$ cat src/rtl/core/drive_pair_to_led_color_top_defines.svh
// ----------------------------------------------------------------------------
// Assertion macros for the drive pair to LED color block
// Implication checks clocked on clk, disabled while rst_n is low.
// ----------------------------------------------------------------------------
`ifndef DRIVE_PAIR_TO_LED_COLOR_TOP_DEFINES_SVH
`define DRIVE_PAIR_TO_LED_COLOR_TOP_DEFINES_SVH

`ifndef SYNTHESIS
`define DPLC_ASSERT_IMPL(lbl, pre, post) \
  lbl: assert property (@(posedge clk) disable iff (!rst_n) (pre) |-> (post)) \
    else $error("dplc check failed");
`define DPLC_ASSERT_NEXT(lbl, pre, post) \
  lbl: assert property (@(posedge clk) disable iff (!rst_n) (pre) |=> (post)) \
    else $error("dplc check failed");
`else
`define DPLC_ASSERT_IMPL(lbl, pre, post)
`define DPLC_ASSERT_NEXT(lbl, pre, post)
`endif

`endif

$ cat src/rtl/core/dplc_pkg.sv
// ----------------------------------------------------------------------------
// dplc_pkg
// Shared widths, constants and request types of the drive pair color block.
// ----------------------------------------------------------------------------
`default_nettype none

package dplc_pkg;

  localparam int RATIO_FRAC_BITS = 12;

  localparam int DRIVE_W   = 16;
  localparam int SAT_W     = 7;
  localparam int MX_W      = 15;
  localparam int SUM_W     = 16;
  localparam int QUO_W     = RATIO_FRAC_BITS + 2;
  localparam int REM_W     = 15;
  localparam int HUE_MUL_W = 12;
  localparam int NPROD_W   = HUE_MUL_W + QUO_W;
  localparam int D_W       = NPROD_W - RATIO_FRAC_BITS;
  localparam int HUE_W     = 15;
  localparam int W_W       = 12;
  localparam int P_W       = 19;
  localparam int MP_W      = MX_W + P_W;
  localparam int SCL_W     = MP_W + 8;
  localparam int Y_W       = 17;
  localparam int K_W       = 17;
  localparam int QK_W      = Y_W + K_W;
  localparam int BYTE_SHIFT  = 24;
  localparam int RECIP_SHIFT = 25;
  localparam int Q_W       = QK_W - RECIP_SHIFT;
  localparam int NUM_CH    = 3;
  localparam int CH_G      = 0;
  localparam int CH_B      = 1;
  localparam int CH_R      = 2;

  localparam int FIFO_DEPTH = 2;
  localparam int PTR_W      = 1;
  localparam int CNT_W      = 2;

  localparam logic [SAT_W-1:0]     SAT_RESET = 7'd100;
  localparam logic [SAT_W-1:0]     SAT_MAX   = 7'd100;
  localparam logic [DRIVE_W:0]     MAG_ONE   = 17'd16384;
  localparam logic [HUE_MUL_W-1:0] HUE_STEP  = 12'd2880;
  localparam logic [HUE_W-1:0]     HUE_LEFT  = 15'd5760;
  localparam logic [HUE_W-1:0]     HUE_RIGHT = 15'd17280;
  localparam logic [HUE_W-1:0]     HUE_S1    = 15'd3840;
  localparam logic [HUE_W-1:0]     HUE_S2    = 15'd7680;
  localparam logic [HUE_W-1:0]     HUE_S3    = 15'd11520;
  localparam logic [HUE_W-1:0]     HUE_S4    = 15'd15360;
  localparam logic [HUE_W-1:0]     HUE_S5    = 15'd19200;
  localparam logic [HUE_W-1:0]     HUE_S6    = 15'd23040;
  localparam logic [W_W-1:0]       W_FULL    = 12'd3840;
  localparam logic [K_W-1:0]       RECIP_K   = 17'd89479;
  localparam logic [QUO_W-1:0]     NMAG_MAX  = {2'b10, {RATIO_FRAC_BITS{1'b0}}};
  localparam logic [7:0]           BYTE_MAX  = 8'hFF;

  localparam logic [2:0] SEXT_R_TO_Y = 3'd0;
  localparam logic [2:0] SEXT_Y_TO_G = 3'd1;
  localparam logic [2:0] SEXT_G_TO_C = 3'd2;
  localparam logic [2:0] SEXT_C_TO_B = 3'd3;
  localparam logic [2:0] SEXT_B_TO_M = 3'd4;
  localparam logic [2:0] SEXT_M_TO_R = 3'd5;

  typedef struct packed {
    logic             oor;
    logic             left_side;
    logic             neg;
    logic [SAT_W-1:0] sat;
    logic [MX_W-1:0]  mx;
  } meta_t;

  typedef struct packed {
    meta_t            meta;
    logic [SUM_W-1:0] sum_mag;
  } req_t;

  typedef struct packed {
    logic valid;
    req_t req;
  } head_t;

  typedef struct packed {
    logic             valid;
    meta_t            meta;
    logic [QUO_W-1:0] quo;
  } ratio_t;

endpackage

`default_nettype wire

$ cat src/rtl/core/dplc_front.sv
// ----------------------------------------------------------------------------
// dplc_front
// Accept drive pairs, hold saturation, classify range and balance direction.
// ----------------------------------------------------------------------------
`default_nettype none

module dplc_front (
  input  logic                                clk,
  input  logic                                rst_n,
  input  logic                                in_valid,
  output logic                                in_ready,
  input  logic signed [dplc_pkg::DRIVE_W-1:0] in_left_drive,
  input  logic signed [dplc_pkg::DRIVE_W-1:0] in_right_drive,
  input  logic                                cfg_we,
  input  logic        [dplc_pkg::SAT_W-1:0]   cfg_wdata,
  input  logic                                q_full_i,
  output logic                                push_o,
  output dplc_pkg::req_t                      req_o
);
  import dplc_pkg::*;

  logic [SAT_W-1:0]          sat_r;
  logic [SAT_W-1:0]          sat_nxt;
  logic signed [DRIVE_W:0]   l_ext;
  logic signed [DRIVE_W:0]   r_ext;
  logic signed [DRIVE_W:0]   sum;
  logic [DRIVE_W:0]          ml;
  logic [DRIVE_W:0]          mr;
  logic [DRIVE_W:0]          mx;
  logic [DRIVE_W:0]          smag;

  assign l_ext = {in_left_drive[DRIVE_W-1], in_left_drive};
  assign r_ext = {in_right_drive[DRIVE_W-1], in_right_drive};
  assign sum   = l_ext + r_ext;
  assign ml    = l_ext[DRIVE_W] ? (~l_ext + 1'b1) : l_ext;
  assign mr    = r_ext[DRIVE_W] ? (~r_ext + 1'b1) : r_ext;
  assign mx    = (ml > mr) ? ml : mr;
  assign smag  = sum[DRIVE_W] ? (~sum + 1'b1) : sum;

  assign sat_nxt = cfg_we ? cfg_wdata : sat_r;

  always_ff @(posedge clk) begin
    if (!rst_n) begin
      sat_r <= SAT_RESET;
    end else begin
      sat_r <= sat_nxt;
    end
  end

  always_comb begin
    req_o.meta.oor       = (mx > MAG_ONE) || (sat_r > SAT_MAX);
    req_o.meta.left_side = (in_left_drive <= in_right_drive);
    req_o.meta.neg       = sum[DRIVE_W];
    req_o.meta.sat       = sat_r;
    req_o.meta.mx        = mx[MX_W-1:0];
    req_o.sum_mag        = smag[SUM_W-1:0];
  end

  assign in_ready = !q_full_i;
  assign push_o   = in_valid && !q_full_i;

endmodule

`default_nettype wire

$ cat config.mk
export PLATFORM = sky130hd
export DESIGN_NAME = dplc_front
export DESIGN_NICKNAME = d
export VERILOG_FILES = /design/src/rtl/core/drive_pair_to_led_color_top_defines.svh /design/src/rtl/core/dplc_pkg.sv /design/src/rtl/core/dplc_front.sv
export SDC_FILE = /design/constraint.sdc
export NUM_CORES = 1
export LEC_CHECK = 0
export BUFFER_PORTS_ARGS = -buffer_cell sky130_fd_sc_hd__buf_2
export CORE_UTILIZATION = 45
export CTS_BUF_LIST = sky130_fd_sc_hd__clkbuf_4
export CTS_CLUSTER_DIAMETER = 60
export DETAILED_ROUTE_END_ITERATION = 16
export GPL_ROUTABILITY_DRIVEN = 0
export PLACE_DENSITY = 0.81
export SYNTH_ARGS = -nofsm -noshare
export SYNTH_HDL_FRONTEND = slang
export SYNTH_SLANG_ARGS = --single-unit
$ cat constraint.sdc
create_clock -name clk -period 3.8 [get_ports clk]
set_clock_uncertainty 0.2 [all_clocks]
set_input_delay 0.19 -clock clk [delete_from_list [all_inputs] [get_ports clk]]
set_output_delay 0.19 -clock clk [all_outputs]
set_load 0.01 [all_outputs]
==> metrics.yaml <==
slew_headroom_pct: 56.67
finalPower_uw: 1079
rsz0062_at_grt: "yes"
p_leak_uw: 0.002192
r2r_slack_ps: 2390
max-vdd-ir-drop_uv: 268.6
path_buf_inv: 5
maxCapViolCount: 0
dp_hpwl_mm: 7.756
final_layout_size_suffix_gt1_share_pct: 35.76
yosys_warnings: 0
drv_slew: 0
cp_slowest_cell: "or4_4"
grt_pass1_vias: 3741
crit_path_end_kind: "output pin"
initial_core_util_pct: 47.58
yosysTopAreaCell: "ha_1"
seq_power_share_pct: 7.6
drt-total-wl_mm: 10.78
yosys-top-cells-area: "ha_1 21%, xnor2_1 10%, mux2i_1 7.2%, inv_1 5.3%, xor2_1 4.8%"
slowest_delay_ps: 570
combPwrFrac_pct: 85.4
switchingPower_uw: 512.9
async_flop_share_pct: 0
reg_top3: "sat_r: 7 flops"
clk_pin_slew_ps: 50
min_path_type: "in -> reg"
critical_path_class: "in -> out"
core_area_um2: 6459
cts_root_buf: "clkbuf_4"
cp_cell_sequence: "buf_2 -> or4_4 -> nor3_4 -> nand3_4 -> o31ai_2 -> xnor2_1 -> ha_1 -> nand4_1 -> buf_4 -> a21oi_1 -> a2111oi_2 -> a22oi_2 -> buf_12 -> buf_4 -> mux2i_4 -> nor4_2 -> a31oi_2 -> buf_2"
violations: "setup timing"
fillCellCount: 475
h-tree-depth: 1
clkLatencyLatePin_ps: 250
finalSetupTns_ps: -3556
synth.distinct_cells: 61
r2r-start: "sat_r[6]"
synth_edf_count: 0
status: "finished with violations"
finalCriticalPeriod_ps: 4260
fin_util_pct: 70.40
fmaxAchievable_mhz: 234.7
ys_ff_latch: 7
final_antenna_net_count: 0
finalHoldViolations: 0
synth_top_area_share_pct: 20.77
synthFlopType: "dfxtp_1"
row_count: 29
pwr-share-clk_pct: 7.0
worst_pin_slew_ps: 644.0
port_buffers: 86
grt_use_total_pct: 28.72
vias_per_cell: 5.761
required_ps: 3410
min_delay_path_depth: 3
period_share_pct: 112.1
worstHoldStart: "cfg_wdata[1]"
antenna_found_initial: 0
grt_first_pass_wirelength_mm: 16.92
n_antenna_cell: 0
grt_max_degree: 19
crit_start: "in_right_drive[4]"
postLayoutSetupSlackWorst_ps: -460.1
vias: 3762
drtIter0Drc: 272
cts_tree: "done"
synthCells: 410
die_height_um: 84.64
p_int_uw: 565.8
firstDrtPassIters: 8
largest_reg_flops: 7
drcViolationCount: 0
arrival_ps: 3870
final_nets: 673
cp_max_fo: 6
syn-num-nets: 506
io_pins: 87
synthesis.area_um2: 3073
regMostFlops: "sat_r"
reg2reg_depth: 3
powerDensity_nw_per_um2: 237.2
setup_viol: 16
synthToLayoutAreaGrowth_pct: 47.96
dieWidth_um: 84.64
cp.depth: 18
syn_avg_cell_area_um2: 7.495
switching_share_pct: 47.54
seq_area_frac_synth_pct: 4.560
startpoint_type: "input port"
grt.overflow.total: 0
wl_per_cell_um: 16.50
path_delay_family: "simple AND/OR/NAND/NOR gates"
clock_sinks: 7
dieArea_um2: 7163
cts_buffers: 3
clockBufferDepth: 2
-- cells by family (layout without fill, tap and decap cells) --
family,Yosys count,count (layout),share of synthesized area [%]
and+or+nand+nor,125,125,22.72
AOI/OAI and AO/OA,96,96,22.07
buffers and inverters,53,219,6.555
adders and majority gates,52,52,21.42
xor gates and xnor gates,52,52,14.82
muxes,23,23,7.614
DFF,7,7,4.560
other,2,2,0.2444
-- metal layers --
layer | wire length [µm] | global-route usage (%)
met1 | 4386 | 33.41
met3 | 544 | 4.228
met2 | 5519 | 53.07
met5 | 0 | 0
met4 | 325 | 10.48
-- cell usage in the layout, fill, tap and decap left out, types with 5 or more instances in the layout --
cell type      instances
nand2b_1              15
ha_1                  50
xnor2_1               34
xor2_1                17
nand4_1               11
dfxtp_1                7
o31ai_1                9
mux2i_2                5
buf_2                 81
dlygate4sd3_1          8
buf_4                 68
nor3_1                 6
nor2_1                18
mux2i_1               15
inv_1                 43
a21oi_1               22
buf_6                 10
nor2b_1               13
o21ai_0               15
nand2_1               24
nand3_1                7
-- through the flow --
stage / area, µm² / hold slack (ps) / cells / setup WS (ps)
after floorplan: 3153 / 51.94 / 410 / -51.05
after global placement: 4116 / 210.3 / 625 / -423.0
after detailed placement: 4116 / 214.1 / 625 / -581.4
after CTS: 4385 / 10.11 / 648 / -343.4
after global routing: 4547 / 24.40 / 653 / -601.9
final: 4547 / 13.64 / 653 / -460.1
-- final cells by class --
| type | count | area (µm²) | area share (%) |
|---|---|---|---|
| clock buffer | 4 | 30.03 | 0.6604 |
| inverter | 46 | 172.7 | 3.797 |
| multi-input combinational | 350 | 2959 | 65.08 |
| sequential | 7 | 140.1 | 3.082 |
| tap | 77 | 96.34 | 2.119 |
| timing repair buffer | 169 | 1149 | 25.26 |
-- synthesized netlist by cell type, types with 3 or more instances --
master	number
mux2i_1	22
o31ai_1	12
xnor2_1	35
ha_1	51
or4_1	4
nor2_1	18
o21a_1	4
nand3_1	8
or3_1	3
nor4_1	5
nor3_1	7
a21o_1	3
nand4b_1	3
o41ai_1	5
clkbuf_1	4
nand2b_1	15
inv_1	43
dfxtp_1	7
nand2_1	24
a21oi_1	23
o21bai_1	3
nor2b_1	14
xor2_1	17
o21ai_0	18
nand4_1	11
a31oi_1	4
-- repair_timing --
| action | in CTS | in global routing |
|---|---|---|
| pin swaps | 10 | 7 |
| hold buffers | 7 | 1 |
| setup endpoints to repair | 16 | 16 |
| gates resized for setup | 14 | 24 |
| hold endpoints to repair | 4 | 1 |
| buffers inserted | 13 | 5 |
-- tightest hold or removal path: stages --
cell     delay, ps
buf_2           70
mux2i_1         60
nor2b_1        100
-- power groups by stage --
| stage | clock [µW] | sequential [µW] | combinational, µW |
|---|---|---|---|
| CTS | 76.7 | 81.1 | 862 |
| global route | 82.2 | 81.7 | 995 |
| global placement | 0 | 82.2 | 795 |
| floorplan | 0 | 84.3 | 507 |
| finish | 75.8 | 81.5 | 921 |
| detailed placement | 0 | 82.4 | 818 |
-- path summary, 6_finish.rpt --
kind | endpoint
setup / recovery | req_o[40]
hold / removal | sat_r[1]
setup reg to reg | sat_r[6]
hold reg to reg | sat_r[3]
Note: power is estimated with default switching activity, not from simulation.
