## config.mk

```make
export PLATFORM = sky130hd
export DESIGN_NAME = dplc_color
export DESIGN_NICKNAME = d
export VERILOG_FILES = /design/src/rtl/core/dplc_pkg.sv /design/src/rtl/core/dplc_color.sv
export VERILOG_INCLUDE_DIRS = /design/src /design/src/rtl/core
export SDC_FILE = /design/constraint.sdc
export NUM_CORES = 2
export LEC_CHECK = 0
export ABC_AREA = 0
export BUFFER_PORTS_ARGS = -buffer_cell sky130_fd_sc_hd__buf_2
export CAP_MARGIN = 20
export CORE_ASPECT_RATIO = 1.25
export CORE_UTILIZATION = 38
export CTS_BUF_LIST = sky130_fd_sc_hd__clkbuf_8
export DETAILED_ROUTE_END_ITERATION = 12
export GPL_ROUTABILITY_DRIVEN = 0
export PLACE_DENSITY = 0.53
export SLEW_MARGIN = 25
export SYNTH_ARGS = -nofsm -noshare
export SYNTH_HDL_FRONTEND = slang
export SYNTH_SLANG_ARGS = --single-unit
export TNS_END_PERCENT = 50
```

## constraint.sdc

```tcl
create_clock -name clk -period 26.5 [get_ports clk]
set_clock_uncertainty 0.2 [all_clocks]
set_input_delay 0 -clock clk [delete_from_list [all_inputs] [get_ports clk]]
set_output_delay 0 -clock clk [all_outputs]
set_load 0.03 [all_outputs]
```

## src/rtl/core/drive_pair_to_led_color_top_defines.svh

```systemverilog
// ----------------------------------------------------------------------------
// Assertion macros for the drive pair to LED color block
// Implication checks clocked on clk, disabled while rst_n is low.
// ----------------------------------------------------------------------------
`ifndef DRIVE_PAIR_TO_LED_COLOR_TOP_DEFINES_SVH
`define DRIVE_PAIR_TO_LED_COLOR_TOP_DEFINES_SVH

`ifndef SYNTHESIS
`define DPLC_ASSERT_IMPL(lbl, pre, post) \
  lbl: assert property (@(posedge clk) disable iff (!rst_n) (pre) |-> (post)) \
    else $error("dplc check failed");
`define DPLC_ASSERT_NEXT(lbl, pre, post) \
  lbl: assert property (@(posedge clk) disable iff (!rst_n) (pre) |=> (post)) \
    else $error("dplc check failed");
`else
`define DPLC_ASSERT_IMPL(lbl, pre, post)
`define DPLC_ASSERT_NEXT(lbl, pre, post)
`endif

`endif

```

## src/rtl/core/dplc_pkg.sv

```systemverilog
// ----------------------------------------------------------------------------
// dplc_pkg
// Shared widths, constants and request types of the drive pair color block.
// ----------------------------------------------------------------------------
`default_nettype none

package dplc_pkg;

  localparam int RATIO_FRAC_BITS = 12;

  localparam int DRIVE_W   = 16;
  localparam int SAT_W     = 7;
  localparam int MX_W      = 15;
  localparam int SUM_W     = 16;
  localparam int QUO_W     = RATIO_FRAC_BITS + 2;
  localparam int REM_W     = 15;
  localparam int HUE_MUL_W = 12;
  localparam int NPROD_W   = HUE_MUL_W + QUO_W;
  localparam int D_W       = NPROD_W - RATIO_FRAC_BITS;
  localparam int HUE_W     = 15;
  localparam int W_W       = 12;
  localparam int P_W       = 19;
  localparam int MP_W      = MX_W + P_W;
  localparam int SCL_W     = MP_W + 8;
  localparam int Y_W       = 17;
  localparam int K_W       = 17;
  localparam int QK_W      = Y_W + K_W;
  localparam int BYTE_SHIFT  = 24;
  localparam int RECIP_SHIFT = 25;
  localparam int Q_W       = QK_W - RECIP_SHIFT;
  localparam int NUM_CH    = 3;
  localparam int CH_G      = 0;
  localparam int CH_B      = 1;
  localparam int CH_R      = 2;

  localparam int FIFO_DEPTH = 2;
  localparam int PTR_W      = 1;
  localparam int CNT_W      = 2;

  localparam logic [SAT_W-1:0]     SAT_RESET = 7'd100;
  localparam logic [SAT_W-1:0]     SAT_MAX   = 7'd100;
  localparam logic [DRIVE_W:0]     MAG_ONE   = 17'd16384;
  localparam logic [HUE_MUL_W-1:0] HUE_STEP  = 12'd2880;
  localparam logic [HUE_W-1:0]     HUE_LEFT  = 15'd5760;
  localparam logic [HUE_W-1:0]     HUE_RIGHT = 15'd17280;
  localparam logic [HUE_W-1:0]     HUE_S1    = 15'd3840;
  localparam logic [HUE_W-1:0]     HUE_S2    = 15'd7680;
  localparam logic [HUE_W-1:0]     HUE_S3    = 15'd11520;
  localparam logic [HUE_W-1:0]     HUE_S4    = 15'd15360;
  localparam logic [HUE_W-1:0]     HUE_S5    = 15'd19200;
  localparam logic [HUE_W-1:0]     HUE_S6    = 15'd23040;
  localparam logic [W_W-1:0]       W_FULL    = 12'd3840;
  localparam logic [K_W-1:0]       RECIP_K   = 17'd89479;
  localparam logic [QUO_W-1:0]     NMAG_MAX  = {2'b10, {RATIO_FRAC_BITS{1'b0}}};
  localparam logic [7:0]           BYTE_MAX  = 8'hFF;

  localparam logic [2:0] SEXT_R_TO_Y = 3'd0;
  localparam logic [2:0] SEXT_Y_TO_G = 3'd1;
  localparam logic [2:0] SEXT_G_TO_C = 3'd2;
  localparam logic [2:0] SEXT_C_TO_B = 3'd3;
  localparam logic [2:0] SEXT_B_TO_M = 3'd4;
  localparam logic [2:0] SEXT_M_TO_R = 3'd5;

  typedef struct packed {
    logic             oor;
    logic             left_side;
    logic             neg;
    logic [SAT_W-1:0] sat;
    logic [MX_W-1:0]  mx;
  } meta_t;

  typedef struct packed {
    meta_t            meta;
    logic [SUM_W-1:0] sum_mag;
  } req_t;

  typedef struct packed {
    logic valid;
    req_t req;
  } head_t;

  typedef struct packed {
    logic             valid;
    meta_t            meta;
    logic [QUO_W-1:0] quo;
  } ratio_t;

endpackage

`default_nettype wire

```

## src/rtl/core/dplc_color.sv

```systemverilog
// ----------------------------------------------------------------------------
// dplc_color
// Hue from ratio, sextant weights, scaling to bytes, and the output register.
// ----------------------------------------------------------------------------
`default_nettype none
`include "drive_pair_to_led_color_top_defines.svh"

module dplc_color (
  input  logic             clk,
  input  logic             rst_n,
  input  dplc_pkg::ratio_t res_i,
  output logic             adv_o,
  output logic             out_valid,
  input  logic             out_ready,
  output logic [7:0]       out_slot0_green,
  output logic [7:0]       out_slot1_blue,
  output logic [7:0]       out_slot2_red,
  output logic             out_of_range
);
  import dplc_pkg::*;

  logic                 v1_r, v2_r, v3_r, v4_r, v5_r, v6_r;
  meta_t                m1_r, m2_r, m3_r, m4_r, m5_r, m6_r;
  logic [NPROD_W-1:0]   nprod1_r;
  logic [NPROD_W-1:0]   nprod1_nxt;
  logic [HUE_W-1:0]     hue2_r;
  logic [HUE_W-1:0]     hue2_nxt;
  logic [2:0]           sext3_r;
  logic [2:0]           sext3_nxt;
  logic [W_W-1:0]       xw3_r;
  logic [W_W-1:0]       xw3_nxt;
  logic [P_W-1:0]       p4_r   [NUM_CH];
  logic [P_W-1:0]       p4_nxt [NUM_CH];
  logic [MP_W-1:0]      mp5_r   [NUM_CH];
  logic [MP_W-1:0]      mp5_nxt [NUM_CH];
  logic [Y_W-1:0]       y6_r   [NUM_CH];
  logic [Y_W-1:0]       y6_nxt [NUM_CH];
  logic [7:0]           byte_r   [NUM_CH];
  logic [7:0]           byte_nxt [NUM_CH];
  logic                 out_valid_r;
  logic                 oor_r;

  logic [QUO_W-1:0]     nmag;
  logic [D_W-1:0]       dval;
  logic [HUE_W-1:0]     hue_base;
  logic [HUE_W-1:0]     fold;
  logic [HUE_W-1:0]     tdist;
  logic [W_W-1:0]       w_ch [NUM_CH];
  logic [SCL_W-1:0]     scl  [NUM_CH];
  logic [QK_W-1:0]      qk   [NUM_CH];
  logic [Q_W-1:0]       qv   [NUM_CH];

  assign adv_o = !out_valid_r || out_ready;

  // ratio to hue
  always_comb begin
    nmag       = (res_i.meta.mx == '0) ? '0 : res_i.quo;
    nprod1_nxt = NPROD_W'(HUE_STEP) * NPROD_W'(nmag);
    dval       = nprod1_r[NPROD_W-1:RATIO_FRAC_BITS];
    hue_base   = m1_r.left_side ? HUE_LEFT : HUE_RIGHT;
    hue2_nxt   = (m1_r.left_side == m1_r.neg) ? hue_base + HUE_W'(dval)
                                              : hue_base - HUE_W'(dval);
  end

  // sextant and falling/rising weight
  always_comb begin
    priority if (hue2_r >= HUE_S5) begin
      sext3_nxt = SEXT_M_TO_R;
    end else if (hue2_r >= HUE_S4) begin
      sext3_nxt = SEXT_B_TO_M;
    end else if (hue2_r >= HUE_S3) begin
      sext3_nxt = SEXT_C_TO_B;
    end else if (hue2_r >= HUE_S2) begin
      sext3_nxt = SEXT_G_TO_C;
    end else if (hue2_r >= HUE_S1) begin
      sext3_nxt = SEXT_Y_TO_G;
    end else begin
      sext3_nxt = SEXT_R_TO_Y;
    end
    priority if (hue2_r >= HUE_S6) begin
      fold = hue2_r - HUE_S6;
    end else if (hue2_r >= HUE_S4) begin
      fold = hue2_r - HUE_S4;
    end else if (hue2_r >= HUE_S2) begin
      fold = hue2_r - HUE_S2;
    end else begin
      fold = hue2_r;
    end
    tdist   = (fold > HUE_S1) ? fold - HUE_S1 : HUE_S1 - fold;
    xw3_nxt = W_FULL - tdist[W_W-1:0];
  end

  // channel weights
  always_comb begin
    unique case (sext3_r)
      SEXT_R_TO_Y: begin
        w_ch[CH_R] = W_FULL; w_ch[CH_G] = xw3_r;  w_ch[CH_B] = '0;
      end
      SEXT_Y_TO_G: begin
        w_ch[CH_R] = xw3_r;  w_ch[CH_G] = W_FULL; w_ch[CH_B] = '0;
      end
      SEXT_G_TO_C: begin
        w_ch[CH_R] = '0;     w_ch[CH_G] = W_FULL; w_ch[CH_B] = xw3_r;
      end
      SEXT_C_TO_B: begin
        w_ch[CH_R] = '0;     w_ch[CH_G] = xw3_r;  w_ch[CH_B] = W_FULL;
      end
      SEXT_B_TO_M: begin
        w_ch[CH_R] = xw3_r;  w_ch[CH_G] = '0;     w_ch[CH_B] = W_FULL;
      end
      default: begin
        w_ch[CH_R] = W_FULL; w_ch[CH_G] = '0;     w_ch[CH_B] = xw3_r;
      end
    endcase
    for (int c = 0; c < NUM_CH; c++) begin
      p4_nxt[c] = P_W'(m3_r.sat) * P_W'(w_ch[c])
                + P_W'(SAT_MAX - m3_r.sat) * P_W'(W_FULL);
    end
  end

  // scale by magnitude, then by 255 over the full-scale product
  always_comb begin
    for (int c = 0; c < NUM_CH; c++) begin
      mp5_nxt[c]  = MP_W'(m4_r.mx) * MP_W'(p4_r[c]);
      scl[c]      = (SCL_W'(mp5_r[c]) << 8) - SCL_W'(mp5_r[c]);
      y6_nxt[c]   = scl[c][BYTE_SHIFT +: Y_W];
      qk[c]       = QK_W'(y6_r[c]) * QK_W'(RECIP_K);
      qv[c]       = qk[c][QK_W-1:RECIP_SHIFT];
      if (m6_r.oor) begin
        byte_nxt[c] = '0;
      end else if (qv[c] > Q_W'(BYTE_MAX)) begin
        byte_nxt[c] = BYTE_MAX;
      end else begin
        byte_nxt[c] = qv[c][7:0];
      end
    end
  end

  always_ff @(posedge clk) begin
    if (!rst_n) begin
      v1_r        <= 1'b0;
      v2_r        <= 1'b0;
      v3_r        <= 1'b0;
      v4_r        <= 1'b0;
      v5_r        <= 1'b0;
      v6_r        <= 1'b0;
      out_valid_r <= 1'b0;
    end else if (adv_o) begin
      v1_r        <= res_i.valid;
      v2_r        <= v1_r;
      v3_r        <= v2_r;
      v4_r        <= v3_r;
      v5_r        <= v4_r;
      v6_r        <= v5_r;
      out_valid_r <= v6_r;
    end
  end

  always_ff @(posedge clk) begin
    if (adv_o) begin
      m1_r     <= res_i.meta;
      m2_r     <= m1_r;
      m3_r     <= m2_r;
      m4_r     <= m3_r;
      m5_r     <= m4_r;
      m6_r     <= m5_r;
      nprod1_r <= nprod1_nxt;
      hue2_r   <= hue2_nxt;
      sext3_r  <= sext3_nxt;
      xw3_r    <= xw3_nxt;
      oor_r    <= m6_r.oor;
      for (int c = 0; c < NUM_CH; c++) begin
        p4_r[c]   <= p4_nxt[c];
        mp5_r[c]  <= mp5_nxt[c];
        y6_r[c]   <= y6_nxt[c];
        byte_r[c] <= byte_nxt[c];
      end
    end
  end

  assign out_valid       = out_valid_r;
  assign out_slot0_green = byte_r[CH_G];
  assign out_slot1_blue  = byte_r[CH_B];
  assign out_slot2_red   = byte_r[CH_R];
  assign out_of_range    = oor_r;

  `DPLC_ASSERT_IMPL(a_oor_black, out_valid_r && oor_r, byte_r[CH_G] == '0 && byte_r[CH_B] == '0 && byte_r[CH_R] == '0)
  `DPLC_ASSERT_IMPL(a_out_from_pipe, $rose(out_valid_r), $past(v6_r))
  `DPLC_ASSERT_NEXT(a_stall_holds_pipe, !adv_o, $stable(v6_r) && $stable(v1_r))

endmodule

`default_nettype wire
```

==> impl_metrics.py <==
metrics = {
    "yosys": {
        "synth.largest_area_cell": "fa_1",
        "yosys_most_used_dff": "edfxtp_1",
        "synth-async-reset-ratio": 0,
        "synth_top_area_share": 0.341,
        "synth_nets": 9233,
        "synth_seq_area_share": 0.162,
        "yosys-top-cells-area": "fa_1 34%, ha_1 17%, edfxtp_1 16%",
        "synth_area_um2": 69300,
        "synth_edf_count": 368,
        "synth_seq_cells": 375,
        "synth_cells": 7046,
        "syn-mean-instance-area_um2": 9.83,
        "yosys.cell_types.count": 84,
        "synth_warnings": 0,
    },
    "sta": {
        "worst_slew_pin_slew_ns": 0.971,
        "fin_tns_setup_ns": 0,
        "fin_crit_ns": 7.71,
        "max_clock_freq_mhz": 130,
        "slew_headroom": 0.353,
        "hold_ws_ns": 0.179,
        "rsz0062_at_grt": "no",
        "setup_viol": 0,
        "slew_violations": 0,
        "finalHoldViolCount": 0,
        "fin_crit_sh": 0.291,
    },
    "floorplanning": {
        "initial_core_util": 0.384,
        "chipHeight_um": 479,
        "io_pins": 70,
        "die_x_um": 384,
        "rows": 174,
        "die_area_um2": 184000,
        "core_area_um2": 180000,
    },
    "setup_path": {
        "required_ns": 26.93,
        "reg2regPathDepth": 22,
        "r2r_start": "m4_r[3]$_DFFE_PP_",
        "r2r_slack_ns": 18.79,
        "critPathCaptureType": "flip-flop",
        "startpoint": "m4_r[3]$_DFFE_PP_",
        "max_stage_delay_ns": 0.98,
        "path_cells": "buf_4 -> nand2_1 -> fa_1 -> inv_1 -> fa_1 -> fa_1 -> inv_1 -> fa_1 -> inv_1 -> fa_1 -> fa_1 -> ha_1 -> a21o_1 -> a21o_1 -> a21oi_1 -> o21ai_0 -> a21oi_1 -> nand2_1 -> a211oi_1 -> o31ai_1 -> or4_1 -> nand4_1",
        "cp_data_arrival_time_ns": 8.14,
        "crit_top_cell": "fa_1",
        "crit_type": "reg2reg",
        "worstPathMaxFanout": 38,
        "r2r_end": "mp5_r[0][64]$_DFFE_PP_",
        "slowest_stage": "edfxtp_1",
        "start_kind": "flip-flop",
    },
    "drt": {
        "postRouteAntennaNets": 0,
        "via_per_inst": 4.92,
        "drc_errors": 0,
        "drt_iter0_markers": 1918,
        "drt_wl_total_um": 154000,
        "drt-pass1-iter-count": 7,
        "post_drt_wl_per_cell_um": 16.2,
        "vias": 46800,
    },
    "clock_tree": {
        "cts_tree": "built",
        "clock_latency_ns": 0.82,
        "cts_buffers": 74,
        "clk_pin_slew_worst_paths_ns": 0.06,
        "clockRootBuffer": "clkbuf_8",
        "cts_sinks": 375,
        "cts.repair.resized": 0,
        "cts_buffer_depth": 3,
        "h-tree-depth": 3,
    },
    "hold_path": {
        "min_from": "res_i[5]",
        "min_path_type": "in2reg",
        "hold_end": "nprod1_r[14]$_DFFE_PP_",
        "min_path_cells": 8,
    },
    "finish": {
        "stdcell_area_um2": 74400,
        "num-fill-cells": 17700,
        "area_growth_pct": 7.34,
        "fin_nets": 9275,
        "drive_above_1_share": 0.0361,
        "mostFrequentLayoutCells": "1632 x inv_1, 1180 x fa_1, 964 x ha_1",
        "stdcell_count": 9522,
        "mostFrequentLayoutCell": "inv_1",
        "seq_area_um2": 11200,
        "multi_input_area_um2": 51200,
    },
    "placed_design": {
        "placed_area_um2": 72000,
        "dpl.cell_count": 9310,
        "port_buffers": 69,
        "dp_hpwl_um": 125000,
    },
    "status": {
        "outcome": "finished clean",
    },
    "flow_run": {
        "maxCapViolCount": 0,
    },
    "global_route": {
        "grt_pass1_wl_um": 260000,
        "grt_max_degree": 66,
        "grt-ovfl-total": 0,
        "grt_pass1_vias": 51600,
        "antenna_found_initial": 1,
        "track_usage": 0.175,
    },
}
## layer usage
layer,GRT usage,routed length [um],up-vias
met3,0.0166,4000,197
li1,-,-,22300
met1,0.209,65000,23800
met2,0.328,81700,611
met5,0,0,-
met4,0.0503,3710,0
## sequential cells by signal, summed over array words and instances (netlist names), 15 cells and up
register	flops
mp5_r	102
p4_r	57
y6_r	51
m1_r	25
byte_r	24
m2_r	23
m3_r	23
m4_r	16
hue2_r	15
## per-stage QoR
stage	util	worst slack, ns
2_1_floorplan	-	13.87
5_1_grt	0.412	18.48
6_report	0.412	18.79
3_3_place_gp	0.399	19.07
3_5_place_dp	0.399	18.90
4_1_cts	0.412	18.83
## Yosys cell counts, drive strengths merged, types with 102 or more instances
cell type  count
nand2        693
o21ai        111
nor2         169
xnor2        175
clkbuf       213
edfxtp       368
nand3        102
ha           964
and2         433
fa          1180
a21oi        188
inv         1614
## logic make-up (layout without fill, tap and decap cells)
group	count (synthesis)	count (layout)	share of synthesized area
adder cells (fa/ha/maj)	2144	2144	0.515
flip-flops	375	375	0.162
other	0	1	0
AND/OR/NAND/NOR	1766	1766	0.126
multiplexers	14	14	0.00202
XOR/XNOR	257	257	0.0325
buffers and inverters	1835	1934	0.100
AO/OA/AOI/OAI	655	655	0.0631
## area by class of cell
cell class,count,area share
Clock inverter,59,0.00700
Antenna cell,1,0.0000336
Clock buffer,74,0.0137
Inverter,1614,0.0815
Timing Repair Buffer,187,0.0192
Tap cell,2376,0.0400
Multi-Input combinational cell,4836,0.688
Sequential cell,375,0.150
## worst max-delay path: cells and delay by family (launching register included)
kind                       cells  cell delay, ns
adders and majority gates      7            3.34
AOI/OAI and AO/OA              7            1.44
buffers and inverters          4            0.68
DFF                            1            0.98
and+or+nand+nor                4            0.81
## worst max-delay path by stage
| stage | slack [ns] | to |
|---|---|---|
| final | 18.79 | mp5_r[0][64]$_DFFE_PP_ |
| after floorplan | 13.87 | out_valid$_SDFFE_PN0P_ |
| after detailed placement | 18.90 | mp5_r[0][101]$_DFFE_PP_ |
| after global routing | 18.48 | mp5_r[0][64]$_DFFE_PP_ |
| after CTS | 18.83 | mp5_r[0][64]$_DFFE_PP_ |
| after global placement | 19.07 | mp5_r[0][64]$_DFFE_PP_ |
## timing repair
action	CTS	global route
hold endpoints to repair	76	0
hold buffers	78	0
setup buffers	0	0
Power is left out: the tool's default activity adds up to more than one toggle a clock period on the data nets, which glitch-free logic cannot reach.
