`config.mk`:
```
export PLATFORM = sky130hd
export DESIGN_NAME = dplc_div
export DESIGN_NICKNAME = d
export VERILOG_FILES = /design/src/rtl/core/dplc_pkg.sv /design/src/rtl/core/dplc_div.sv
export VERILOG_INCLUDE_DIRS = /design/src /design/src/rtl/core
export SDC_FILE = /design/constraint.sdc
export NUM_CORES = 1
export LEC_CHECK = 0
export BUFFER_PORTS_ARGS = -buffer_cell sky130_fd_sc_hd__buf_2
export CAP_MARGIN = 20
export CORE_ASPECT_RATIO = 1.4
export CORE_MARGIN = 2
export CORE_UTILIZATION = 68
export CTS_CLUSTER_DIAMETER = 40
export CTS_CLUSTER_SIZE = 24
export DETAILED_ROUTE_END_ITERATION = 10
export PLACE_DENSITY = 0.9
export SLEW_MARGIN = 5
export SYNTH_ARGS = -nofsm -noshare
export SYNTH_HDL_FRONTEND = slang
export SYNTH_SLANG_ARGS = --single-unit
```
`constraint.sdc`:
```
create_clock -name clk -period 8 [get_ports clk]
set_input_delay 1.2 -clock clk [delete_from_list [all_inputs] [get_ports clk]]
set_output_delay 1.2 -clock clk [all_outputs]
set_load 0.05 [all_outputs]
```
`src/rtl/core/drive_pair_to_led_color_top_defines.svh`:
```
// ----------------------------------------------------------------------------
// Assertion macros for the drive pair to LED color block
// Implication checks clocked on clk, disabled while rst_n is low.
// ----------------------------------------------------------------------------
`ifndef DRIVE_PAIR_TO_LED_COLOR_TOP_DEFINES_SVH
`define DRIVE_PAIR_TO_LED_COLOR_TOP_DEFINES_SVH

`ifndef SYNTHESIS
`define DPLC_ASSERT_IMPL(lbl, pre, post) \
  lbl: assert property (@(posedge clk) disable iff (!rst_n) (pre) |-> (post)) \
    else $error("dplc check failed");
`define DPLC_ASSERT_NEXT(lbl, pre, post) \
  lbl: assert property (@(posedge clk) disable iff (!rst_n) (pre) |=> (post)) \
    else $error("dplc check failed");
`else
`define DPLC_ASSERT_IMPL(lbl, pre, post)
`define DPLC_ASSERT_NEXT(lbl, pre, post)
`endif

`endif

```
`src/rtl/core/dplc_pkg.sv`:
```
// ----------------------------------------------------------------------------
// dplc_pkg
// Shared widths, constants and request types of the drive pair color block.
// ----------------------------------------------------------------------------
`default_nettype none

package dplc_pkg;

  localparam int RATIO_FRAC_BITS = 12;

  localparam int DRIVE_W   = 16;
  localparam int SAT_W     = 7;
  localparam int MX_W      = 15;
  localparam int SUM_W     = 16;
  localparam int QUO_W     = RATIO_FRAC_BITS + 2;
  localparam int REM_W     = 15;
  localparam int HUE_MUL_W = 12;
  localparam int NPROD_W   = HUE_MUL_W + QUO_W;
  localparam int D_W       = NPROD_W - RATIO_FRAC_BITS;
  localparam int HUE_W     = 15;
  localparam int W_W       = 12;
  localparam int P_W       = 19;
  localparam int MP_W      = MX_W + P_W;
  localparam int SCL_W     = MP_W + 8;
  localparam int Y_W       = 17;
  localparam int K_W       = 17;
  localparam int QK_W      = Y_W + K_W;
  localparam int BYTE_SHIFT  = 24;
  localparam int RECIP_SHIFT = 25;
  localparam int Q_W       = QK_W - RECIP_SHIFT;
  localparam int NUM_CH    = 3;
  localparam int CH_G      = 0;
  localparam int CH_B      = 1;
  localparam int CH_R      = 2;

  localparam int FIFO_DEPTH = 2;
  localparam int PTR_W      = 1;
  localparam int CNT_W      = 2;

  localparam logic [SAT_W-1:0]     SAT_RESET = 7'd100;
  localparam logic [SAT_W-1:0]     SAT_MAX   = 7'd100;
  localparam logic [DRIVE_W:0]     MAG_ONE   = 17'd16384;
  localparam logic [HUE_MUL_W-1:0] HUE_STEP  = 12'd2880;
  localparam logic [HUE_W-1:0]     HUE_LEFT  = 15'd5760;
  localparam logic [HUE_W-1:0]     HUE_RIGHT = 15'd17280;
  localparam logic [HUE_W-1:0]     HUE_S1    = 15'd3840;
  localparam logic [HUE_W-1:0]     HUE_S2    = 15'd7680;
  localparam logic [HUE_W-1:0]     HUE_S3    = 15'd11520;
  localparam logic [HUE_W-1:0]     HUE_S4    = 15'd15360;
  localparam logic [HUE_W-1:0]     HUE_S5    = 15'd19200;
  localparam logic [HUE_W-1:0]     HUE_S6    = 15'd23040;
  localparam logic [W_W-1:0]       W_FULL    = 12'd3840;
  localparam logic [K_W-1:0]       RECIP_K   = 17'd89479;
  localparam logic [QUO_W-1:0]     NMAG_MAX  = {2'b10, {RATIO_FRAC_BITS{1'b0}}};
  localparam logic [7:0]           BYTE_MAX  = 8'hFF;

  localparam logic [2:0] SEXT_R_TO_Y = 3'd0;
  localparam logic [2:0] SEXT_Y_TO_G = 3'd1;
  localparam logic [2:0] SEXT_G_TO_C = 3'd2;
  localparam logic [2:0] SEXT_C_TO_B = 3'd3;
  localparam logic [2:0] SEXT_B_TO_M = 3'd4;
  localparam logic [2:0] SEXT_M_TO_R = 3'd5;

  typedef struct packed {
    logic             oor;
    logic             left_side;
    logic             neg;
    logic [SAT_W-1:0] sat;
    logic [MX_W-1:0]  mx;
  } meta_t;

  typedef struct packed {
    meta_t            meta;
    logic [SUM_W-1:0] sum_mag;
  } req_t;

  typedef struct packed {
    logic valid;
    req_t req;
  } head_t;

  typedef struct packed {
    logic             valid;
    meta_t            meta;
    logic [QUO_W-1:0] quo;
  } ratio_t;

endpackage

`default_nettype wire

```
`src/rtl/core/dplc_div.sv`:
```
// ----------------------------------------------------------------------------
// dplc_div
// Pipelined restoring divider, one quotient bit per stage, for the ratio.
// ----------------------------------------------------------------------------
`default_nettype none
`include "drive_pair_to_led_color_top_defines.svh"

module dplc_div (
  input  logic             clk,
  input  logic             rst_n,
  input  logic             adv_i,
  input  dplc_pkg::head_t  head_i,
  output logic             pop_o,
  output dplc_pkg::ratio_t res_o
);
  import dplc_pkg::*;

  typedef struct packed {
    meta_t            meta;
    logic [REM_W-1:0] rem;
    logic [QUO_W-1:0] quo;
    logic [QUO_W-1:0] nbits;
  } div_stage_t;

  function automatic div_stage_t div_step(input div_stage_t s);
    logic [REM_W:0] sh;
    logic [REM_W:0] dv;
    div_stage_t     o;
    o  = s;
    sh = {s.rem, s.nbits[QUO_W-1]};
    dv = {1'b0, s.meta.mx};
    if (sh >= dv) begin
      o.rem = REM_W'(sh - dv);
      o.quo = {s.quo[QUO_W-2:0], 1'b1};
    end else begin
      o.rem = sh[REM_W-1:0];
      o.quo = {s.quo[QUO_W-2:0], 1'b0};
    end
    o.nbits = {s.nbits[QUO_W-2:0], 1'b0};
    return o;
  endfunction

  div_stage_t   stage_r   [QUO_W+1];
  div_stage_t   stage_nxt [QUO_W+1];
  logic [QUO_W:0] vld_r;
  logic [QUO_W:0] vld_nxt;

  always_comb begin
    stage_nxt[0].meta  = head_i.req.meta;
    stage_nxt[0].rem   = REM_W'(head_i.req.sum_mag[SUM_W-1:2]);
    stage_nxt[0].quo   = '0;
    stage_nxt[0].nbits = {head_i.req.sum_mag[1:0], {RATIO_FRAC_BITS{1'b0}}};
    for (int k = 0; k < QUO_W; k++) begin
      stage_nxt[k+1] = div_step(stage_r[k]);
    end
    vld_nxt = {vld_r[QUO_W-1:0], head_i.valid};
  end

  always_ff @(posedge clk) begin
    if (!rst_n) begin
      vld_r <= '0;
    end else if (adv_i) begin
      vld_r <= vld_nxt;
    end
  end

  always_ff @(posedge clk) begin
    if (adv_i) begin
      for (int k = 0; k <= QUO_W; k++) begin
        stage_r[k] <= stage_nxt[k];
      end
    end
  end

  assign pop_o     = adv_i && head_i.valid;
  assign res_o.valid = vld_r[QUO_W];
  assign res_o.meta  = stage_r[QUO_W].meta;
  assign res_o.quo   = stage_r[QUO_W].quo;

  `DPLC_ASSERT_IMPL(a_ratio_bound, res_o.valid && !res_o.meta.oor && res_o.meta.mx != '0, res_o.quo <= NMAG_MAX)

endmodule

`default_nettype wire

```
==> impl_metrics.py, run 1 <==
metrics = {
    "power": {
        "switchingPower_mw": 4.79,
        "p_comb_share_pct": 37.5,
        "clockPowerShare_pct": 23.3,
        "leakagePower_nw": 14.7,
        "power_mw": 13.9,
        "ir_drop_uv": 260,
        "p_sw_share_pct": 34.5,
        "power_frac_seq_pct": 39.2,
        "p_int_mw": 9.11,
        "p_per_area_mw_per_mm2": 375,
    },
    "timing": {
        "max_freq_mhz": 269,
        "fin_hold_ws_ns": 0.410,
        "rsz0062_at_grt": "no",
        "final.setup_skew_ns": 0.0313,
        "period_minus_slack_ns": 3.71,
        "hold_viol_final": 0,
        "slew_headroom_pct": 23.4,
        "tightest_slew_ns": 1.15,
        "fin_crit_sh_pct": 46.4,
        "report.final.slew_viol_count": 0,
        "fin_setup_tns_ns": 0,
        "final-setup-viol-count": 0,
    },
    "place": {
        "gp_congestion": 0.988,
        "dp.cells": 3186,
        "placed_area_mm2": 0.0348,
        "port_buffers": 85,
        "hpwl_mm": 47.1,
    },
    "synth": {
        "avgSynthCellArea_um2": 13.4,
        "synth_top_flop_cell": "edfxtp_1",
        "synth_cells": 2530,
        "yosys_warnings": 0,
        "syn_nets": 2797,
        "synth_cell_types": 83,
        "ys_seq_area_share_pct": 62.0,
        "ys_ff_latch": 707,
        "async_flop_share_pct": 0,
        "syn_area_mm2": 0.0340,
        "synth-edff-count": 692,
    },
    "clock_tree": {
        "path_clk_slew_ns": 0.08,
        "cts_tree": "yes",
        "clock-sinks": 707,
        "ctsResizeCount": 0,
        "clk-insertion-delay-late_ns": 0.62,
        "cts_root_buffer": "clkbuf_16",
        "cts_hold_buf": 0,
        "cts_max_level": 3,
        "postCtsSetupRepairBufs": 0,
        "cts_buffers": 67,
        "clock_tree.buffer_depth": 3,
    },
    "detailed_routing": {
        "drc": 0,
        "drtAntennaViolNets": 0,
        "routed_via_density": 6.13,
        "first_pass_iters": 6,
        "vias": 20300,
        "avgRoutedWirePerCell_um": 20.4,
        "totalWireLength_mm": 67.4,
        "drt_iter0_markers": 1507,
    },
    "critical_path": {
        "worst_ep_required_time_ns": 8.35,
        "worstSetupPathType": "flip-flop to flip-flop",
        "path_cells": "ha_1, fa_1, nor2b_1, o21a_1, o21ai_0, a21oi_1, o21a_1, mux2_2",
        "crit_top_cell": "o21a_1",
        "startpoint_type": "flip-flop",
        "crit_path_start": "stage_r[0][109]",
        "max_stage_delay_ns": 0.87,
        "critPathTopFamily": "compound AO/OA/AOI/OAI gates",
        "critPathSlowestCell": "o21a_1",
        "worst_setup_path_end_kind": "flip-flop",
        "crit-reg2reg-launch": "stage_r[0][109]",
        "cp_max_fo": 26,
        "worst-path-buf-inv": 0,
        "worstPathArrival_ns": 4.06,
    },
    "layout": {
        "layout_commonest_cell": "edfxtp_1",
        "syn_to_final_growth_pct": 9.16,
        "nets": 2885,
        "antenna_cells": 0,
        "drive_above_1_share_pct": 13.6,
        "layout_common_cells": "edfxtp_1, inv_1, ha_1",
        "fin_cells": 3308,
        "final_area_mm2": 0.0371,
    },
    "global_route": {
        "overflow": 0,
        "grt_pass1_wl_mm": 106,
        "grt_pass1_vias": 21900,
        "grt_use_total_pct": 26.6,
        "antenna_found_initial": 0,
        "grt_start_max_net_pins": 198,
    },
    "worst_hold_path": {
        "hp-class": "flip-flop to flip-flop",
        "hold_start": "stage_r[0][329]",
    },
    "floorplan": {
        "pin_count": 86,
        "die_area_mm2": 0.0518,
        "die_y_um": 269,
        "start_util_pct": 69.0,
        "coreArea_mm2": 0.0492,
        "die_w_um": 193,
        "rows": 96,
    },
    "job": {
        "cap_violations": 0,
    },
    "run_status": {
        "status": "finished clean",
    },
}
## routing by layer
| layer | vias to the layer above | track usage, % | share of wire (%) |
|---|---|---|---|
| li1 | 9517 | - | - |
| met1 | 9880 | 23.5 | 32 |
| met2 | 624 | 53.4 | 58 |
| met3 | 249 | 3.45 | 3.3 |
| met4 | 0 | 19.5 | 7.2 |
| met5 | - | 0 | 0 |
## per-stage QoR
step	setup slack [ns]	util, %
floorplan	4.33	-
global placement	4.13	70.7
detailed placement	4.02	70.7
CTS	4.30	75.3
global route	4.12	75.3
finish	4.29	75.3
## worst register-to-register path, stage by stage, from the launching register on
cell	delay, ns
edfxtp_1	0.42
ha_1	0.26
fa_1	0.42
nor2b_1	0.14
o21a_1	0.14
o21ai_0	0.20
a21oi_1	0.57
o21a_1	0.87
mux2_2	0.43
## final timing paths
path / cells past startpoint / slack [ns] / to
worst max-delay path: 8 / 4.29 / stage_r[0][167]
worst min-delay path: 0 / 0.41 / stage_r[0][396]
worst max register to register: 8 / 4.29 / stage_r[0][167]
worst min register to register: 0 / 0.41 / stage_r[0][396]
## state kept, by name, indices dropped and copies added (netlist names)
signal,flops
vld_r,15
stage_r,692
## cell type report
cell class              instances  area, µm²
repair buffers                 95        536
inverters                     264        991
fillers                      2948      12100
clock buffers                  77       1800
flip-flops and latches        707      21100
multi-input cells            1483      11400
clock inverters                45        479
well taps                     637        797
## logic make-up after synthesis
kind of cell,share of synthesized area (%)
AND/OR/NAND/NOR,6.23
flip-flops,62.0
XOR/XNOR,3.48
buffers and inverters,4.38
AO/OA/AOI/OAI,10.6
multiplexers,4.85
adder cells (fa/ha/maj),8.46
## Yosys cell counts (all sizes together) (6+ instances only)
library cell	number	area share, %
buf	55	1.2
and2	13	0.24
o21ai	124	1.8
a31oi	16	0.31
o31ai	13	0.29
a21oi	150	2.3
o31a	7	0.18
nand2	98	1.1
o22ai	7	0.13
ha	209	7.7
fa	13	0.77
a211oi	31	0.74
a211o	10	0.26
a221oi	6	0.24
a2111oi	7	0.20
a21o	57	1.3
mux2i	21	0.62
dfxtp	15	0.88
nand4	21	0.39
or2	10	0.18
xnor2	79	2.0
and3	11	0.20
mux2	125	4.2
o211ai	12	0.29
clkbuf	21	0.23
nor3	27	0.40
xor2	56	1.4
nor2b	50	0.92
o21a	37	0.82
o221ai	6	0.17
o21bai	16	0.35
nand2b	18	0.33
edfxtp	692	61
inv	264	2.9
nor2	131	1.4
a21boi	9	0.20
nand3b	6	0.13
nor4	7	0.13
nand3	24	0.35
or3	12	0.22
## power groups by stage
stage | combinational (mW) | clock (mW) | sequential (mW)
floorplan | 3.94 | 0 | 5.34
global placement | 4.77 | 0 | 5.45
detailed placement | 5.07 | 0 | 5.51
CTS | 5.15 | 3.29 | 5.44
global route | 5.68 | 3.43 | 5.50
finish | 5.22 | 3.24 | 5.45
(Power assumes the default switching activity.)
==> run 2: changes to the inputs <==
CORE_UTILIZATION = 63   (was 68)
PLACE_DENSITY = 0.84   (was 0.9)
clock period = 3.5 ns   (was 8 ns; I/O delays follow)
==> impl_metrics.py, run 2 (synthesis results as in run 1) <==
metrics = {
    "place": {
        "hpwl_mm": 47.1,
        "gp_congestion": 0.959,
        "dp.cells": 3295,
        "port_buffers": 85,
    },
    "power": {
        "ir_drop_uv": 511,
        "leakagePower_nw": 14.9,
        "p_per_area_mw_per_mm2": 855,
        "power_mw": 32.3,
    },
    "floorplan": {
        "start_util_pct": 63.8,
        "pin_count": 86,
        "die_area_mm2": 0.0559,
        "rows": 100,
        "coreArea_mm2": 0.0533,
        "die_y_um": 279,
        "die_w_um": 200,
    },
    "layout": {
        "antenna_cells": 0,
        "drive_above_1_share_pct": 14.8,
        "layout_commonest_cell": "edfxtp_1",
        "fin_cells": 3422,
        "regMostFlops": "stage_r",
        "reg_top3": "stage_r (692), vld_r (15)",
        "nets": 2919,
        "largest_reg_flops": 692,
        "layout_common_cells": "edfxtp_1, inv_1, ha_1",
        "syn_to_final_growth_pct": 11.0,
    },
    "clock_tree": {
        "cts_root_buffer": "clkbuf_16",
        "ctsResizeCount": 0,
        "cts_buffers": 69,
        "cts_max_level": 3,
        "postCtsSetupRepairBufs": 0,
        "clock_tree.buffer_depth": 3,
        "clk-insertion-delay-late_ns": 0.62,
        "cts_hold_buf": 0,
        "cts_tree": "yes",
        "clock-sinks": 707,
        "path_clk_slew_ns": 0.06,
    },
    "critical_path": {
        "crit_end": "stage_r[0][100]",
        "crit-reg2reg-launch": "stage_r[0][12]",
        "worstSetupPathType": "flip-flop to flip-flop",
        "worstPathArrival_ns": 3.62,
        "worst_ep_required_time_ns": 3.85,
        "reg2reg_depth": 11,
        "r2r_setup_slack_ns": 0.23,
        "crit_path_start": "stage_r[0][12]",
        "worst_setup_path_end_kind": "flip-flop",
        "startpoint_type": "flip-flop",
        "r2r_end": "stage_r[0][100]",
        "cp_max_fo": 16,
    },
    "detailed_routing": {
        "routed_via_density": 5.87,
        "avgRoutedWirePerCell_um": 19.1,
        "vias": 20100,
        "totalWireLength_mm": 65.3,
        "drtAntennaViolNets": 0,
        "drc": 0,
        "first_pass_iters": 6,
        "drt_iter0_markers": 1048,
    },
    "global_route": {
        "grt_start_max_net_pins": 145,
        "grt_pass1_vias": 21800,
        "grt_pass1_wl_mm": 105,
        "antenna_found_initial": 0,
        "overflow": 0,
        "grt_use_total_pct": 23.7,
    },
    "timing": {
        "max_freq_mhz": 306,
        "rsz0062_at_grt": "no",
        "period_minus_slack_ns": 3.27,
        "fin_crit_sh_pct": 93.3,
        "hold_viol_final": 0,
        "final-setup-viol-count": 0,
        "fin_setup_tns_ns": 0,
        "final.setup_skew_ns": 0.0292,
        "tightest_slew_ns": 1.02,
        "slew_headroom_pct": 32.2,
        "report.final.slew_viol_count": 0,
    },
    "run_status": {
        "status": "finished clean",
    },
    "job": {
        "cap_violations": 0,
    },
    "worst_hold_path": {
        "hp-class": "input pin to flip-flop",
    },
}
run 2: how the worst min path moves through the flow:
stage	from	to	slack [ns]	depth (start not counted)
after floorplan	stage_r[0][57]	stage_r[0][124]	0.40	0
after CTS	head_i[13]	stage_r[0][38]	0.06	1
after detailed placement	stage_r[0][193]	stage_r[0][260]	0.40	0
after global routing	head_i[13]	stage_r[0][38]	0.07	1
after global placement	stage_r[1][128]	stage_r[1][195]	0.40	0
final	head_i[3]	stage_r[0][28]	0.08	1
run 2: worst max-delay path: stages, from the launching register on:
cell and delay (ns):
edfxtp_1 0.37, inv_1 0.10, ha_1 0.20, fa_1 0.22, nor2b_1 0.07, o21ai_1 0.19, a211oi_1 0.15, nor2_1 0.35
o311ai_1 0.33, a221oi_4 0.35, buf_4 0.30, mux2_2 0.37
run 2: final cells by class:
class                           count  area [µm²]
Multi-Input combinational cell   1483       11400
Tap cell                          714         893
Timing Repair Buffer              127         926
Clock buffer                       76        1770
Inverter                          264         991
Fill cell                        3426       15600
Sequential cell                   707       21100
Clock inverter                     51         636
run 2: routing by layer:
metal  vias up  wire length (µm)  global-route usage (%)
met5         -                 0                       0
met4         0              4820                    17.2
met2       542             38200                    49.1
met3       248              2130                    3.31
met1      9708             20200                    19.7
li1       9585                 -                       -
run 2: power breakdown:
part / internal (mW) / switching, mW
registers: 11.6 / 0.754
clock network: 4.37 / 3.43
logic: 5.45 / 6.66
run 2: through the flow:
stage	setup WS (ns)	util, %	instance area [µm²]	hold slack [ns]
2_1_floorplan	0.750	-	34000	0.400
3_3_place_gp	0.333	66.3	35300	0.400
3_5_place_dp	0.259	66.3	35300	0.405
4_1_cts	0.222	70.8	37700	0.0562
5_1_grt	0.0423	70.8	37700	0.0650
6_report	0.233	70.8	37700	0.0843
